### src/iirdf1_pkg.sv
`timescale 1ns / 1ps

package iirdf1_pkg;

   localparam int SAMPLE_W     = 16;
   localparam int COEFF_W      = 16;
   localparam int DIGIT_W      = 4;
   localparam int DIGITS       = COEFF_W / DIGIT_W;
   localparam int DIGIT_SEL_W  = $clog2(DIGITS);
   localparam int FWD_TAPS     = 8;
   localparam int FB_TAPS      = 8;
   localparam int NUM_TAPS     = FWD_TAPS + FB_TAPS - 1;
   localparam int LINE_W       = NUM_TAPS * COEFF_W;
   localparam int TAP_CNT_W    = 4;
   localparam int CSR_W        = 64;
   localparam int CSR_INDEX_W  = 3;
   localparam int COEFFS_PER_CSR = CSR_W / COEFF_W;
   localparam int OPND_W       = SAMPLE_W + 1;
   localparam int PROD_W       = OPND_W + DIGIT_W + 1;
   localparam int PART_W       = OPND_W + COEFF_W;
   localparam int ACC_W        = PART_W + $clog2(NUM_TAPS);
   localparam int ROUND_SHIFT  = 14;
   localparam int ROUND_BIAS   = 1 << (ROUND_SHIFT - 1);
   localparam int SHIFT_W      = ACC_W - ROUND_SHIFT;
   localparam int SAT_MAX      = (1 << (SAMPLE_W - 1)) - 1;
   localparam int SAT_MIN      = -(1 << (SAMPLE_W - 1));
   localparam int TOTAL_STEPS  = NUM_TAPS * DIGITS;
   localparam int FB_START     = FWD_TAPS * DIGITS;
   localparam int STEP_CNT_W   = $clog2(TOTAL_STEPS);

   localparam logic [CSR_W-1:0] FWD_LOW_RESET = CSR_W'(1 << ROUND_SHIFT);

   typedef enum logic [CSR_INDEX_W-1:0] {
      CSR_FORWARD_TAPS      = 3'd0,
      CSR_FEEDBACK_TAPS     = 3'd1,
      CSR_FORWARD_COEFF_LO  = 3'd2,
      CSR_FORWARD_COEFF_HI  = 3'd3,
      CSR_FEEDBACK_COEFF_LO = 3'd4,
      CSR_FEEDBACK_COEFF_HI = 3'd5
   } csr_index_type;

   typedef struct packed {
      logic load;
      logic step;
      logic first_digit;
      logic last_digit;
      logic feedback;
      logic push_out;
   } ctrl_type;

   function automatic logic [TAP_CNT_W-1:0] clamp_taps(input logic [TAP_CNT_W-1:0] t,
                                                      input logic [TAP_CNT_W-1:0] maxv);
      logic [TAP_CNT_W-1:0] r;
      if (t == '0) begin
         r = TAP_CNT_W'(1);
      end else if (t > maxv) begin
         r = maxv;
      end else begin
         r = t;
      end
      return r;
   endfunction

endpackage

### src/iirdf1_coeff_line.sv
`timescale 1ns / 1ps

module iirdf1_coeff_line (
   input  logic                                   clock,
   input  iirdf1_pkg::ctrl_type                   ctrl,
   input  logic [iirdf1_pkg::TAP_CNT_W-1:0]       fwd_count,
   input  logic [iirdf1_pkg::TAP_CNT_W-1:0]       fb_count,
   input  logic [iirdf1_pkg::CSR_W-1:0]           fwd_lo,
   input  logic [iirdf1_pkg::CSR_W-1:0]           fwd_hi,
   input  logic [iirdf1_pkg::CSR_W-1:0]           fb_lo,
   input  logic [iirdf1_pkg::CSR_W-1:0]           fb_hi,
   output logic [iirdf1_pkg::DIGIT_W-1:0]         digit
);
   import iirdf1_pkg::*;

   logic [LINE_W-1:0] line_ff;
   logic [LINE_W-1:0] line_in;
   logic [LINE_W-1:0] load_line;

   // tap order from the top: b0..b7, then a1..a7; unused taps load as zero
   always_comb begin
      load_line = '0;
      for (int t = 0; t < FWD_TAPS; t++) begin
         if (TAP_CNT_W'(t) < fwd_count) begin
            if (t < COEFFS_PER_CSR) begin
               load_line[LINE_W-1-COEFF_W*t -: COEFF_W] = fwd_lo[COEFF_W*t +: COEFF_W];
            end else begin
               load_line[LINE_W-1-COEFF_W*t -: COEFF_W] =
                  fwd_hi[COEFF_W*(t-COEFFS_PER_CSR) +: COEFF_W];
            end
         end
      end
      for (int j = 1; j < FB_TAPS; j++) begin
         if (TAP_CNT_W'(j) < fb_count) begin
            if (j < COEFFS_PER_CSR) begin
               load_line[LINE_W-1-COEFF_W*(FWD_TAPS+j-1) -: COEFF_W] =
                  fb_lo[COEFF_W*j +: COEFF_W];
            end else begin
               load_line[LINE_W-1-COEFF_W*(FWD_TAPS+j-1) -: COEFF_W] =
                  fb_hi[COEFF_W*(j-COEFFS_PER_CSR) +: COEFF_W];
            end
         end
      end
   end

   always_comb begin
      line_in = line_ff;
      if (ctrl.load) begin
         line_in = load_line;
      end else if (ctrl.step) begin
         line_in = {line_ff[LINE_W-DIGIT_W-1:0], DIGIT_W'(0)};
      end
   end

   always_ff @(posedge clock) begin
      line_ff <= line_in;
   end

   assign digit = line_ff[LINE_W-1 -: DIGIT_W];

endmodule

### src/iirdf1_history.sv
`timescale 1ns / 1ps

module iirdf1_history (
   input  logic                                   clock,
   input  logic                                   reset,
   input  iirdf1_pkg::ctrl_type                   ctrl,
   input  logic signed [iirdf1_pkg::SAMPLE_W-1:0] sample,
   input  logic signed [iirdf1_pkg::SAMPLE_W-1:0] result,
   output logic signed [iirdf1_pkg::OPND_W-1:0]   operand
);
   import iirdf1_pkg::*;

   // fwd ring: slots 0..FWD_TAPS-2 hold the input history between transactions
   logic [SAMPLE_W-1:0] fwd_ff [FWD_TAPS];
   logic [SAMPLE_W-1:0] fwd_in [FWD_TAPS];
   logic [SAMPLE_W-1:0] fb_ff  [FB_TAPS-1];
   logic [SAMPLE_W-1:0] fb_in  [FB_TAPS-1];

   always_comb begin
      fwd_in = fwd_ff;
      if (ctrl.load) begin
         fwd_in[0] = sample;
         for (int k = 1; k < FWD_TAPS; k++) begin
            fwd_in[k] = fwd_ff[k-1];
         end
      end else if (ctrl.step && ctrl.last_digit && !ctrl.feedback) begin
         for (int k = 0; k < FWD_TAPS - 1; k++) begin
            fwd_in[k] = fwd_ff[k+1];
         end
         fwd_in[FWD_TAPS-1] = fwd_ff[0];
      end
   end

   always_comb begin
      fb_in = fb_ff;
      if (ctrl.push_out) begin
         fb_in[0] = result;
         for (int k = 1; k < FB_TAPS - 1; k++) begin
            fb_in[k] = fb_ff[k-1];
         end
      end else if (ctrl.step && ctrl.last_digit && ctrl.feedback) begin
         for (int k = 0; k < FB_TAPS - 2; k++) begin
            fb_in[k] = fb_ff[k+1];
         end
         fb_in[FB_TAPS-2] = fb_ff[0];
      end
   end

   always_ff @(posedge clock) begin
      if (reset) begin
         for (int k = 0; k < FWD_TAPS; k++) begin
            fwd_ff[k] <= '0;
         end
         for (int k = 0; k < FB_TAPS - 1; k++) begin
            fb_ff[k] <= '0;
         end
      end else begin
         fwd_ff <= fwd_in;
         fb_ff  <= fb_in;
      end
   end

   // feedback taps subtract: negate the sample, not the coefficient
   always_comb begin
      if (ctrl.feedback) begin
         operand = -OPND_W'(signed'(fb_ff[0]));
      end else begin
         operand = OPND_W'(signed'(fwd_ff[0]));
      end
   end

endmodule

### src/iirdf1_mac.sv
`timescale 1ns / 1ps

module iirdf1_mac (
   input  logic                                   clock,
   input  logic                                   reset,
   input  iirdf1_pkg::ctrl_type                   ctrl,
   input  logic signed [iirdf1_pkg::OPND_W-1:0]   operand,
   input  logic [iirdf1_pkg::DIGIT_W-1:0]         digit,
   output logic signed [iirdf1_pkg::SAMPLE_W-1:0] filtered,
   output logic                                   clipped
);
   import iirdf1_pkg::*;

   logic signed [DIGIT_W:0]      digit_ext;
   logic signed [PROD_W-1:0]     prod;
   logic signed [PART_W-1:0]     part_ff;
   logic signed [PART_W-1:0]     part_in;
   logic                         pend_ff;
   logic                         pend_in;
   logic signed [ACC_W-1:0]      acc_ff;
   logic signed [ACC_W-1:0]      acc_in;
   logic signed [ACC_W-1:0]      biased;
   logic signed [SHIFT_W-1:0]    shifted;

   // most significant digit carries the coefficient sign
   assign digit_ext = ctrl.first_digit ? {digit[DIGIT_W-1], digit} : {1'b0, digit};
   assign prod      = PROD_W'(operand) * PROD_W'(digit_ext);

   always_comb begin
      part_in = part_ff;
      if (ctrl.step) begin
         part_in = (ctrl.first_digit ? PART_W'(0) : (part_ff <<< DIGIT_W)) + PART_W'(prod);
      end
   end

   assign pend_in = ctrl.step && ctrl.last_digit;

   always_comb begin
      acc_in = acc_ff;
      if (ctrl.load) begin
         acc_in = '0;
      end else if (pend_ff) begin
         acc_in = acc_ff + ACC_W'(part_ff);
      end
   end

   always_ff @(posedge clock) begin
      if (reset) begin
         pend_ff <= 1'b0;
      end else begin
         pend_ff <= pend_in;
      end
   end

   always_ff @(posedge clock) begin
      part_ff <= part_in;
      acc_ff  <= acc_in;
   end

   assign biased  = acc_ff + ACC_W'(ROUND_BIAS);
   assign shifted = biased[ACC_W-1:ROUND_SHIFT];

   always_comb begin
      if (shifted > SHIFT_W'(SAT_MAX)) begin
         filtered = SAMPLE_W'(SAT_MAX);
         clipped  = 1'b1;
      end else if (shifted < SHIFT_W'(SAT_MIN)) begin
         filtered = SAMPLE_W'(SAT_MIN);
         clipped  = 1'b1;
      end else begin
         filtered = shifted[SAMPLE_W-1:0];
         clipped  = 1'b0;
      end
   end

endmodule

### src/iir_filter_direct_form_one_unit.sv
`timescale 1ns / 1ps

// Direct form I IIR filter, Q1.15 samples, Q2.14 coefficients, one result per
// sample. A transaction passes through an idle/accept state, the digit steps,
// an accumulate and a round/saturate state; the steps come from the single
// 17x4-bit digit multiplier, which walks four coefficient digits for each of
// the fifteen taps (eight feedforward, seven feedback), with unused taps run
// as zero. The result sits in an output register, so the next sample is taken
// while it waits; the user must write config only while idle (not enforced).
module iir_filter_direct_form_one_unit (
   input  logic                                     clock,
   input  logic                                     reset,
   input  logic                                     req_valid,
   output logic                                     req_ready,
   input  logic signed [iirdf1_pkg::SAMPLE_W-1:0]   req_sample,
   output logic                                     rsp_valid,
   input  logic                                     rsp_ready,
   output logic signed [iirdf1_pkg::SAMPLE_W-1:0]   rsp_filtered,
   output logic                                     rsp_clipped,
   input  logic                                     csr_we,
   input  logic [iirdf1_pkg::CSR_INDEX_W-1:0]       csr_index,
   input  logic [iirdf1_pkg::CSR_W-1:0]             csr_wdata
);
   import iirdf1_pkg::*;

   typedef enum logic [3:0] {
      ST_IDLE  = 4'b0001,
      ST_MAC   = 4'b0010,
      ST_FLUSH = 4'b0100,
      ST_ROUND = 4'b1000
   } state_type;

   state_type                state_ff, state_in;
   logic [STEP_CNT_W-1:0]    cnt_ff, cnt_in;
   logic [TAP_CNT_W-1:0]     fwd_taps_ff, fb_taps_ff;
   logic [CSR_W-1:0]         fwd_lo_ff, fwd_hi_ff, fb_lo_ff, fb_hi_ff;
   logic                     rsp_valid_ff, rsp_valid_in;
   logic signed [SAMPLE_W-1:0] rsp_filtered_ff;
   logic                     rsp_clipped_ff;
   ctrl_type                 ctrl;
   logic [DIGIT_W-1:0]       digit;
   logic signed [OPND_W-1:0] operand;
   logic signed [SAMPLE_W-1:0] mac_filtered;
   logic                     mac_clipped;
   logic                     req_fire;
   logic                     out_free;
   logic [TAP_CNT_W-1:0]     fwd_count, fb_count;

   always_ff @(posedge clock) begin
      if (reset) begin
         fwd_taps_ff <= TAP_CNT_W'(1);
         fb_taps_ff  <= TAP_CNT_W'(1);
         fwd_lo_ff   <= FWD_LOW_RESET;
         fwd_hi_ff   <= '0;
         fb_lo_ff    <= '0;
         fb_hi_ff    <= '0;
      end else if (csr_we) begin
         unique case (csr_index)
            CSR_FORWARD_TAPS:      fwd_taps_ff <= csr_wdata[TAP_CNT_W-1:0];
            CSR_FEEDBACK_TAPS:     fb_taps_ff  <= csr_wdata[TAP_CNT_W-1:0];
            CSR_FORWARD_COEFF_LO:  fwd_lo_ff   <= csr_wdata;
            CSR_FORWARD_COEFF_HI:  fwd_hi_ff   <= csr_wdata;
            CSR_FEEDBACK_COEFF_LO: fb_lo_ff    <= csr_wdata;
            CSR_FEEDBACK_COEFF_HI: fb_hi_ff    <= csr_wdata;
            default: ;
         endcase
      end
   end

   assign fwd_count = clamp_taps(fwd_taps_ff, TAP_CNT_W'(FWD_TAPS));
   assign fb_count  = clamp_taps(fb_taps_ff, TAP_CNT_W'(FB_TAPS));

   assign req_ready = (state_ff == ST_IDLE);
   assign req_fire  = req_valid && req_ready;
   assign out_free  = !rsp_valid_ff || rsp_ready;

   always_comb begin
      ctrl             = '0;
      ctrl.load        = req_fire;
      ctrl.step        = (state_ff == ST_MAC);
      ctrl.first_digit = (cnt_ff[DIGIT_SEL_W-1:0] == '0);
      ctrl.last_digit  = (cnt_ff[DIGIT_SEL_W-1:0] == DIGIT_SEL_W'(DIGITS - 1));
      ctrl.feedback    = (cnt_ff >= STEP_CNT_W'(FB_START));
      ctrl.push_out    = (state_ff == ST_ROUND) && out_free;
   end

   always_comb begin
      state_in = state_ff;
      cnt_in   = cnt_ff;
      unique case (state_ff)
         ST_IDLE: begin
            cnt_in = '0;
            if (req_fire) begin
               state_in = ST_MAC;
            end
         end
         ST_MAC: begin
            cnt_in = cnt_ff + STEP_CNT_W'(1);
            if (cnt_ff == STEP_CNT_W'(TOTAL_STEPS - 1)) begin
               state_in = ST_FLUSH;
            end
         end
         ST_FLUSH: begin
            state_in = ST_ROUND;
         end
         ST_ROUND: begin
            if (out_free) begin
               state_in = ST_IDLE;
            end
         end
         default: begin
            state_in = ST_IDLE;
         end
      endcase
   end

   always_comb begin
      rsp_valid_in = rsp_valid_ff;
      if (ctrl.push_out) begin
         rsp_valid_in = 1'b1;
      end else if (rsp_ready) begin
         rsp_valid_in = 1'b0;
      end
   end

   always_ff @(posedge clock) begin
      if (reset) begin
         state_ff     <= ST_IDLE;
         cnt_ff       <= '0;
         rsp_valid_ff <= 1'b0;
      end else begin
         state_ff     <= state_in;
         cnt_ff       <= cnt_in;
         rsp_valid_ff <= rsp_valid_in;
      end
   end

   always_ff @(posedge clock) begin
      if (ctrl.push_out) begin
         rsp_filtered_ff <= mac_filtered;
         rsp_clipped_ff  <= mac_clipped;
      end
   end

   assign rsp_valid    = rsp_valid_ff;
   assign rsp_filtered = rsp_filtered_ff;
   assign rsp_clipped  = rsp_clipped_ff;

   iirdf1_coeff_line u_coeff_line (
      .clock     (clock),
      .ctrl      (ctrl),
      .fwd_count (fwd_count),
      .fb_count  (fb_count),
      .fwd_lo    (fwd_lo_ff),
      .fwd_hi    (fwd_hi_ff),
      .fb_lo     (fb_lo_ff),
      .fb_hi     (fb_hi_ff),
      .digit     (digit)
   );

   iirdf1_history u_history (
      .clock   (clock),
      .reset   (reset),
      .ctrl    (ctrl),
      .sample  (req_sample),
      .result  (mac_filtered),
      .operand (operand)
   );

   iirdf1_mac u_mac (
      .clock    (clock),
      .reset    (reset),
      .ctrl     (ctrl),
      .operand  (operand),
      .digit    (digit),
      .filtered (mac_filtered),
      .clipped  (mac_clipped)
   );

endmodule

### config.mk
export PLATFORM = sky130hd
export DESIGN_NAME = iir_filter_direct_form_one_unit
export DESIGN_NICKNAME = d
export VERILOG_FILES = /design/src/iirdf1_pkg.sv /design/src/iirdf1_coeff_line.sv /design/src/iirdf1_history.sv /design/src/iirdf1_mac.sv /design/src/iir_filter_direct_form_one_unit.sv
export SDC_FILE = /design/constraint.sdc
export NUM_CORES = 2
export LEC_CHECK = 0
export BUFFER_PORTS_ARGS = -buffer_cell sky130_fd_sc_hd__buf_2
export CELL_PAD_IN_SITES_DETAIL_PLACEMENT = 1
export CELL_PAD_IN_SITES_GLOBAL_PLACEMENT = 2
export CORE_ASPECT_RATIO = 1.75
export CORE_MARGIN = 2
export CORE_UTILIZATION = 40
export DETAILED_ROUTE_END_ITERATION = 7
export GPL_TIMING_DRIVEN = 0
export HOLD_SLACK_MARGIN = 0.03
export MAX_ROUTING_LAYER = met4
export PLACE_DENSITY = 0.87
export SLEW_MARGIN = 20
export SYNTH_ARGS = -nofsm -noshare
export SYNTH_HDL_FRONTEND = slang
export SYNTH_HIERARCHICAL = 1
export SYNTH_SLANG_ARGS = --single-unit
### constraint.sdc
create_clock -name clock -period 13.63 [get_ports clock]
set_input_delay 0.6815 -clock clock [delete_from_list [all_inputs] [get_ports clock]]
set_output_delay 0.6815 -clock clock [all_outputs]
set_load 0.03 [all_outputs]
After elaboration in Yosys (flattened, before gate mapping)
Cells that the tools add are included. Widths: inputs -> output; s select.

$add $sub $neg: 5. Multipliers: 1. $lt $le $gt $ge: 20. Equality and inequality tests: 14. Muxes and demuxes: 38. Reduce and logical (&&, ||, !) cells: 24.

Operator list (count): $mux 240 (2); $mux 16 (17); $mux 128 (2); $mux 112 (2); $add 37x15->37 const B (1); $add 37x33->37 (1); $add 33x22->33 (1); $mux 33 (1); $lt 3x4->1 const A (8); $mux 4 (7); $gt 23x16->1 const B (1); $lt 23x16->1 const B (1); $mul 17x5->22 (1); $mux 17 (1); $neg 16->17 (1); $lt 2x4->1 const A (4); $pmux 4 s4 (1); $lt 1x4->1 const A (3); $pmux 6 s2 (1); $reduce_and 2->1 (6); $reduce_bool 2->1 (5); $gt 4x4->1 const B (2); $logic_not 4->1 (2); $add 6x1->6 const B (1); 20 further kinds (30).

Register bits: 843. Output and inout bits: 19.

Longest topological paths before layout
Depth in word-level cells: 6. Gate-level depth with buffers: 26.

Hierarchy
The synthesis kept the hierarchy.

By module, submodules not included: iirdf1_history (times used 1, cells each 1113, area each 11695.0 sq um, seq. area each 4804.6 sq um); iirdf1_coeff_line (times used 1, cells each 690, area each 10392.5 sq um, seq. area each 7206.9 sq um); iir_filter_direct_form_one_unit (times used 1, cells each 1244, area each 10186.0 sq um, seq. area each 6015.8 sq um); iirdf1_mac (times used 1, cells each 1000, area each 9511.6 sq um, seq. area each 1751.7 sq um).

Worst setup path after synthesis
No wires, ideal clock.

Path kind: reg-to-reg. Start point: register u_history/fb_ff[96] (netlist bit). End point: register u_mac.part_ff[25], data pin. Setup time: 258 ps. Arrival: 6122 ps. Data required time: 13372 ps. Setup slack: 7251 ps. Cell stages (with the launch flop): 24. Clock period less this slack: 6379 ps. Cells stage by stage: dfxtp_1 inv_1 ha_1 or4b_1 nor4_2 nand2_1 a31o_2 and2_1 inv_1 fa_1 inv_1 fa_1 fa_1 ha_1 ha_1 a21o_1 a21o_1 a221oi_1 nor2b_1 a311oi_1 o21bai_1 a21o_1 a21oi_1 xnor2_1.

Longest elaborated chain between the ends: 4.

RTL lines: start, declared (RTL line iirdf1_history.sv:16) `logic [SAMPLE_W-1:0] fb_ff [FB_TAPS-1];`; start signal, assigned (RTL line iirdf1_history.sv:59) `fb_ff <= fb_in;`; $neg 16->17 (RTL line iirdf1_history.sv:66) `operand = -OPND_W'(signed'(fb_ff[0]));`; $mux 17 (RTL line iirdf1_history.sv:65) `if (ctrl.feedback) begin`; net operand[16] (RTL line iir_filter_direct_form_one_unit.sv:42) `logic signed [OPND_W-1:0] operand;`; $mul 17x5->22 (RTL line iirdf1_mac.sv:27) `assign prod = PROD_W'(operand) * PROD_W'(digit_ext);`; $add 33x22->33 (RTL line iirdf1_mac.sv:32) `part_in = (ctrl.first_digit ? PART_W'(0) : (part_ff <<< DIGIT_W)) + PART_W'(prod);`; end signal, assigned (RTL line iirdf1_mac.sv:56) `part_ff <= part_in;`; end, declared (RTL line iirdf1_mac.sv:16) `logic signed [PART_W-1:0] part_ff;`.

The timed path passes the listed nets, and every way through them passes these cells. A chain may end at the register's enable or synchronous reset.

Worst setup path in the final report
Start point: register u_history/fb_ff[96] (netlist bit). End point: register u_mac.part_ff[32], data pin.

The elaborated chain is that of the path after synthesis.

==> flow_metrics.tcl <==
set metrics [dict create \
    cts_tree "built" \
    fmax_mhz 124.6 \
    post_cts_buffers 0 \
    grt_first_pass_wirelength_mm 194.1 \
    num_rows 155 \
    grt_pass1_vias 32960 \
    antenna_found_initial 0 \
    first_iter_violations 1136 \
    ant_nets 0 \
    holdWs_ns 0.2522 \
    diodes 0 \
    finalInstanceArea_sq_mm 0.04632 \
    critPathCaptureType "register" \
    setup_tns_ns 0 \
    dpl.hpwl_mm 99.58 \
    ctsHoldBuffers 0 \
    path_max_fanout 11 \
    fillCellCount 11370 \
    track_usage_pct 24.94 \
    setup_viol 0 \
    worstPathRequired_ns 14.06 \
    syn_area_sq_mm 0.04126 \
    vias 30110 \
    final_layout_size_suffix_gt1_share_pct 13.68 \
    hold_path.class "in -> reg" \
    clock_path_buffers 3 \
    power_density_mw_per_mm2 133.6 \
    grt_start_max_net_pins 50 \
    final_cells 5575 \
    root_buffer "clkbuf_16" \
    syn2layout_area_growth_pct 12.28 \
    synth.avg_cell_area_sq_um 10.36 \
    rsz0062_at_grt "false" \
    vdd_drop_max_uv 129.5 \
    cp-start-kind "register" \
    clkTransAtPathRegs_ns 0.06 \
    syn_inst 3981 \
    clk_latency_ns 0.69 \
    core_sq_mm 0.1022 \
    grt_remaining_overflow 0 \
    port_buffers 103 \
    start_util_pct 40.37 \
    post_dp_cell_area_sq_mm 0.04357 \
    finalHoldViolCount 0 \
    outcome "completed" \
    maxCapViolCount 0 \
    crit_arrival_ns 8.45 \
    r2r_cells 22 \
    reg2reg_slack_ns 5.61 \
    post-route-period-util_pct 58.87 \
    cts.sinks 827 \
    nets 4471 \
    skew_ns 0.02979 \
    finalCriticalPeriod_ns 8.024 \
    drt_wl_total_mm 127.5 \
    ioPinCount 107 \
    cts.repair.resized 0 \
    critPathKind "reg -> reg" \
    p_leak_uw 0.01775 \
    h-tree-depth 3 \
    die_w_um 246.8 \
    yosysWarnings 6 \
    cp-startpoint "u_history/fb_ff[96]" \
    cp-endpoint "u_mac/part_ff[32]" \
    tightest_slew_ns 1.138 \
    wl_per_cell_um 22.88 \
    r2r-end "u_mac/part_ff[32]" \
    dieArea_sq_mm 0.1058 \
    timing.slew.headroom_pct 24.14 \
    first_pass_iters 5 \
    vias_per_cell 5.401 \
    numCtsBuffers 82 \
    die_h_um 428.8 \
    synth_nets 4279 \
    place_inst 5423 \
    gp_congestion 0.9243 \
    p_total_uw 6186 \
    maxSlewViolCount 0 \
    timing.rr.start "u_history/fb_ff[96]" \
    drc_errors 0 \
]
## worst max-delay path, stage by stage, from the launching register on
cell,delay [ns]
dfxtp_1,0.41
inv_1,0.14
ha_1,0.21
or4b_1,0.54
nor4_2,0.25
nand2_1,0.11
a31o_2,0.30
nand2_1,0.42
inv_1,0.48
fa_1,0.67
fa_1,0.45
fa_1,0.53
ha_1,0.34
ha_1,0.38
and2_1,0.17
nand2_1,0.13
a2111oi_0,0.90
o211ai_1,0.30
a21oi_1,0.41
o41ai_2,0.18
o21ai_1,0.19
a21oi_1,0.11
xnor2_1,0.13
## registers in the layout, summed over array words and instances, names as in the netlist, 33 cells and up
| name | cells |
|---|---|
| fwd_lo_ff | 64 |
| u_history/fb_ff | 112 |
| u_coeff_line/line_ff | 240 |
| u_mac/acc_ff | 37 |
| u_mac/part_ff | 33 |
| u_history/fwd_ff | 128 |
| fb_hi_ff | 64 |
| fwd_hi_ff | 64 |
| fb_lo_ff | 48 |
## stage by stage
step / util (%) / setup WS, ns
after global placement: 42.50 / 5.741
after CTS: 45.32 / 5.525
after floorplan: - / 7.251
after detailed placement: 42.63 / 5.587
final: 45.32 / 5.606
after global routing: 45.32 / 5.160
## layer usage
layer	routed length, um	GRT usage [%]	vias up
met5	0	-	-
met4	8493	15.12	0
met3	2962	2.121	304
met2	72330	48.37	551
met1	43750	23.17	14950
li1	-	-	14310
## placed cells by master (no fill, tap or decap), drive strengths merged, types with 6 or more instances in the layout
cell type / n
xnor2: 55
o211ai: 7
mux2: 252
a21boi: 6
nor2: 336
edfxtp: 290
nand2b: 20
fa: 104
nor4: 8
buf: 213
mux2i: 333
o21ai: 42
nor3: 9
clkinv: 26
a22o: 108
and2: 71
nand2: 611
inv: 65
clkbuf: 287
a21oi: 382
nand3: 28
and3: 12
a31oi: 7
o21a: 11
nor2b: 40
o2bb2ai: 64
a21o: 33
a211oi: 15
o21bai: 13
xor2: 40
ha: 106
or3: 6
dfxtp: 537
nand4: 17
## worst min-delay path by stage
stage | endpoint | slack (ns) | cells past startpoint | startpoint
5_1_grt | u_history/fwd_ff[114] | 0.27 | 3 | req_sample[2]
3_5_place_dp | fb_hi_ff[48] | 0.44 | 2 | fb_hi_ff[48]
3_3_place_gp | fb_hi_ff[49] | 0.44 | 2 | fb_hi_ff[49]
4_1_cts | u_history/fwd_ff[121] | 0.22 | 3 | req_sample[9]
2_1_floorplan | fb_hi_ff[62] | 0.43 | 2 | fb_hi_ff[62]
6_report | u_history/fwd_ff[121] | 0.25 | 3 | req_sample[9]
## report_power, final
part / switching (uW) / leakage, uW / internal, uW / total, uW
Sequential: 85.0 / 0.00715 / 2760 / 2840
Clock: 1030 / 0.00135 / 1320 / 2350
Combinational: 613 / 0.00925 / 382 / 995
Total: 1730 / 0.0177 / 4460 / 6190
## layout make-up
class                           count  area [sq um]  share of cell area [%]
Multi-Input combinational cell   2818         20410                   44.06
Sequential cell                   827         19460                   42.01
Clock buffer                      121          2372                   5.121
Tap cell                         1334          1669                   3.603
Buffer                            271          1152                   2.488
Timing Repair Buffer              108         630.6                   1.361
Clock inverter                     31         384.1                  0.8292
Inverter                           65         245.2                  0.5294
Note: power is estimated with default switching activity, not from simulation.
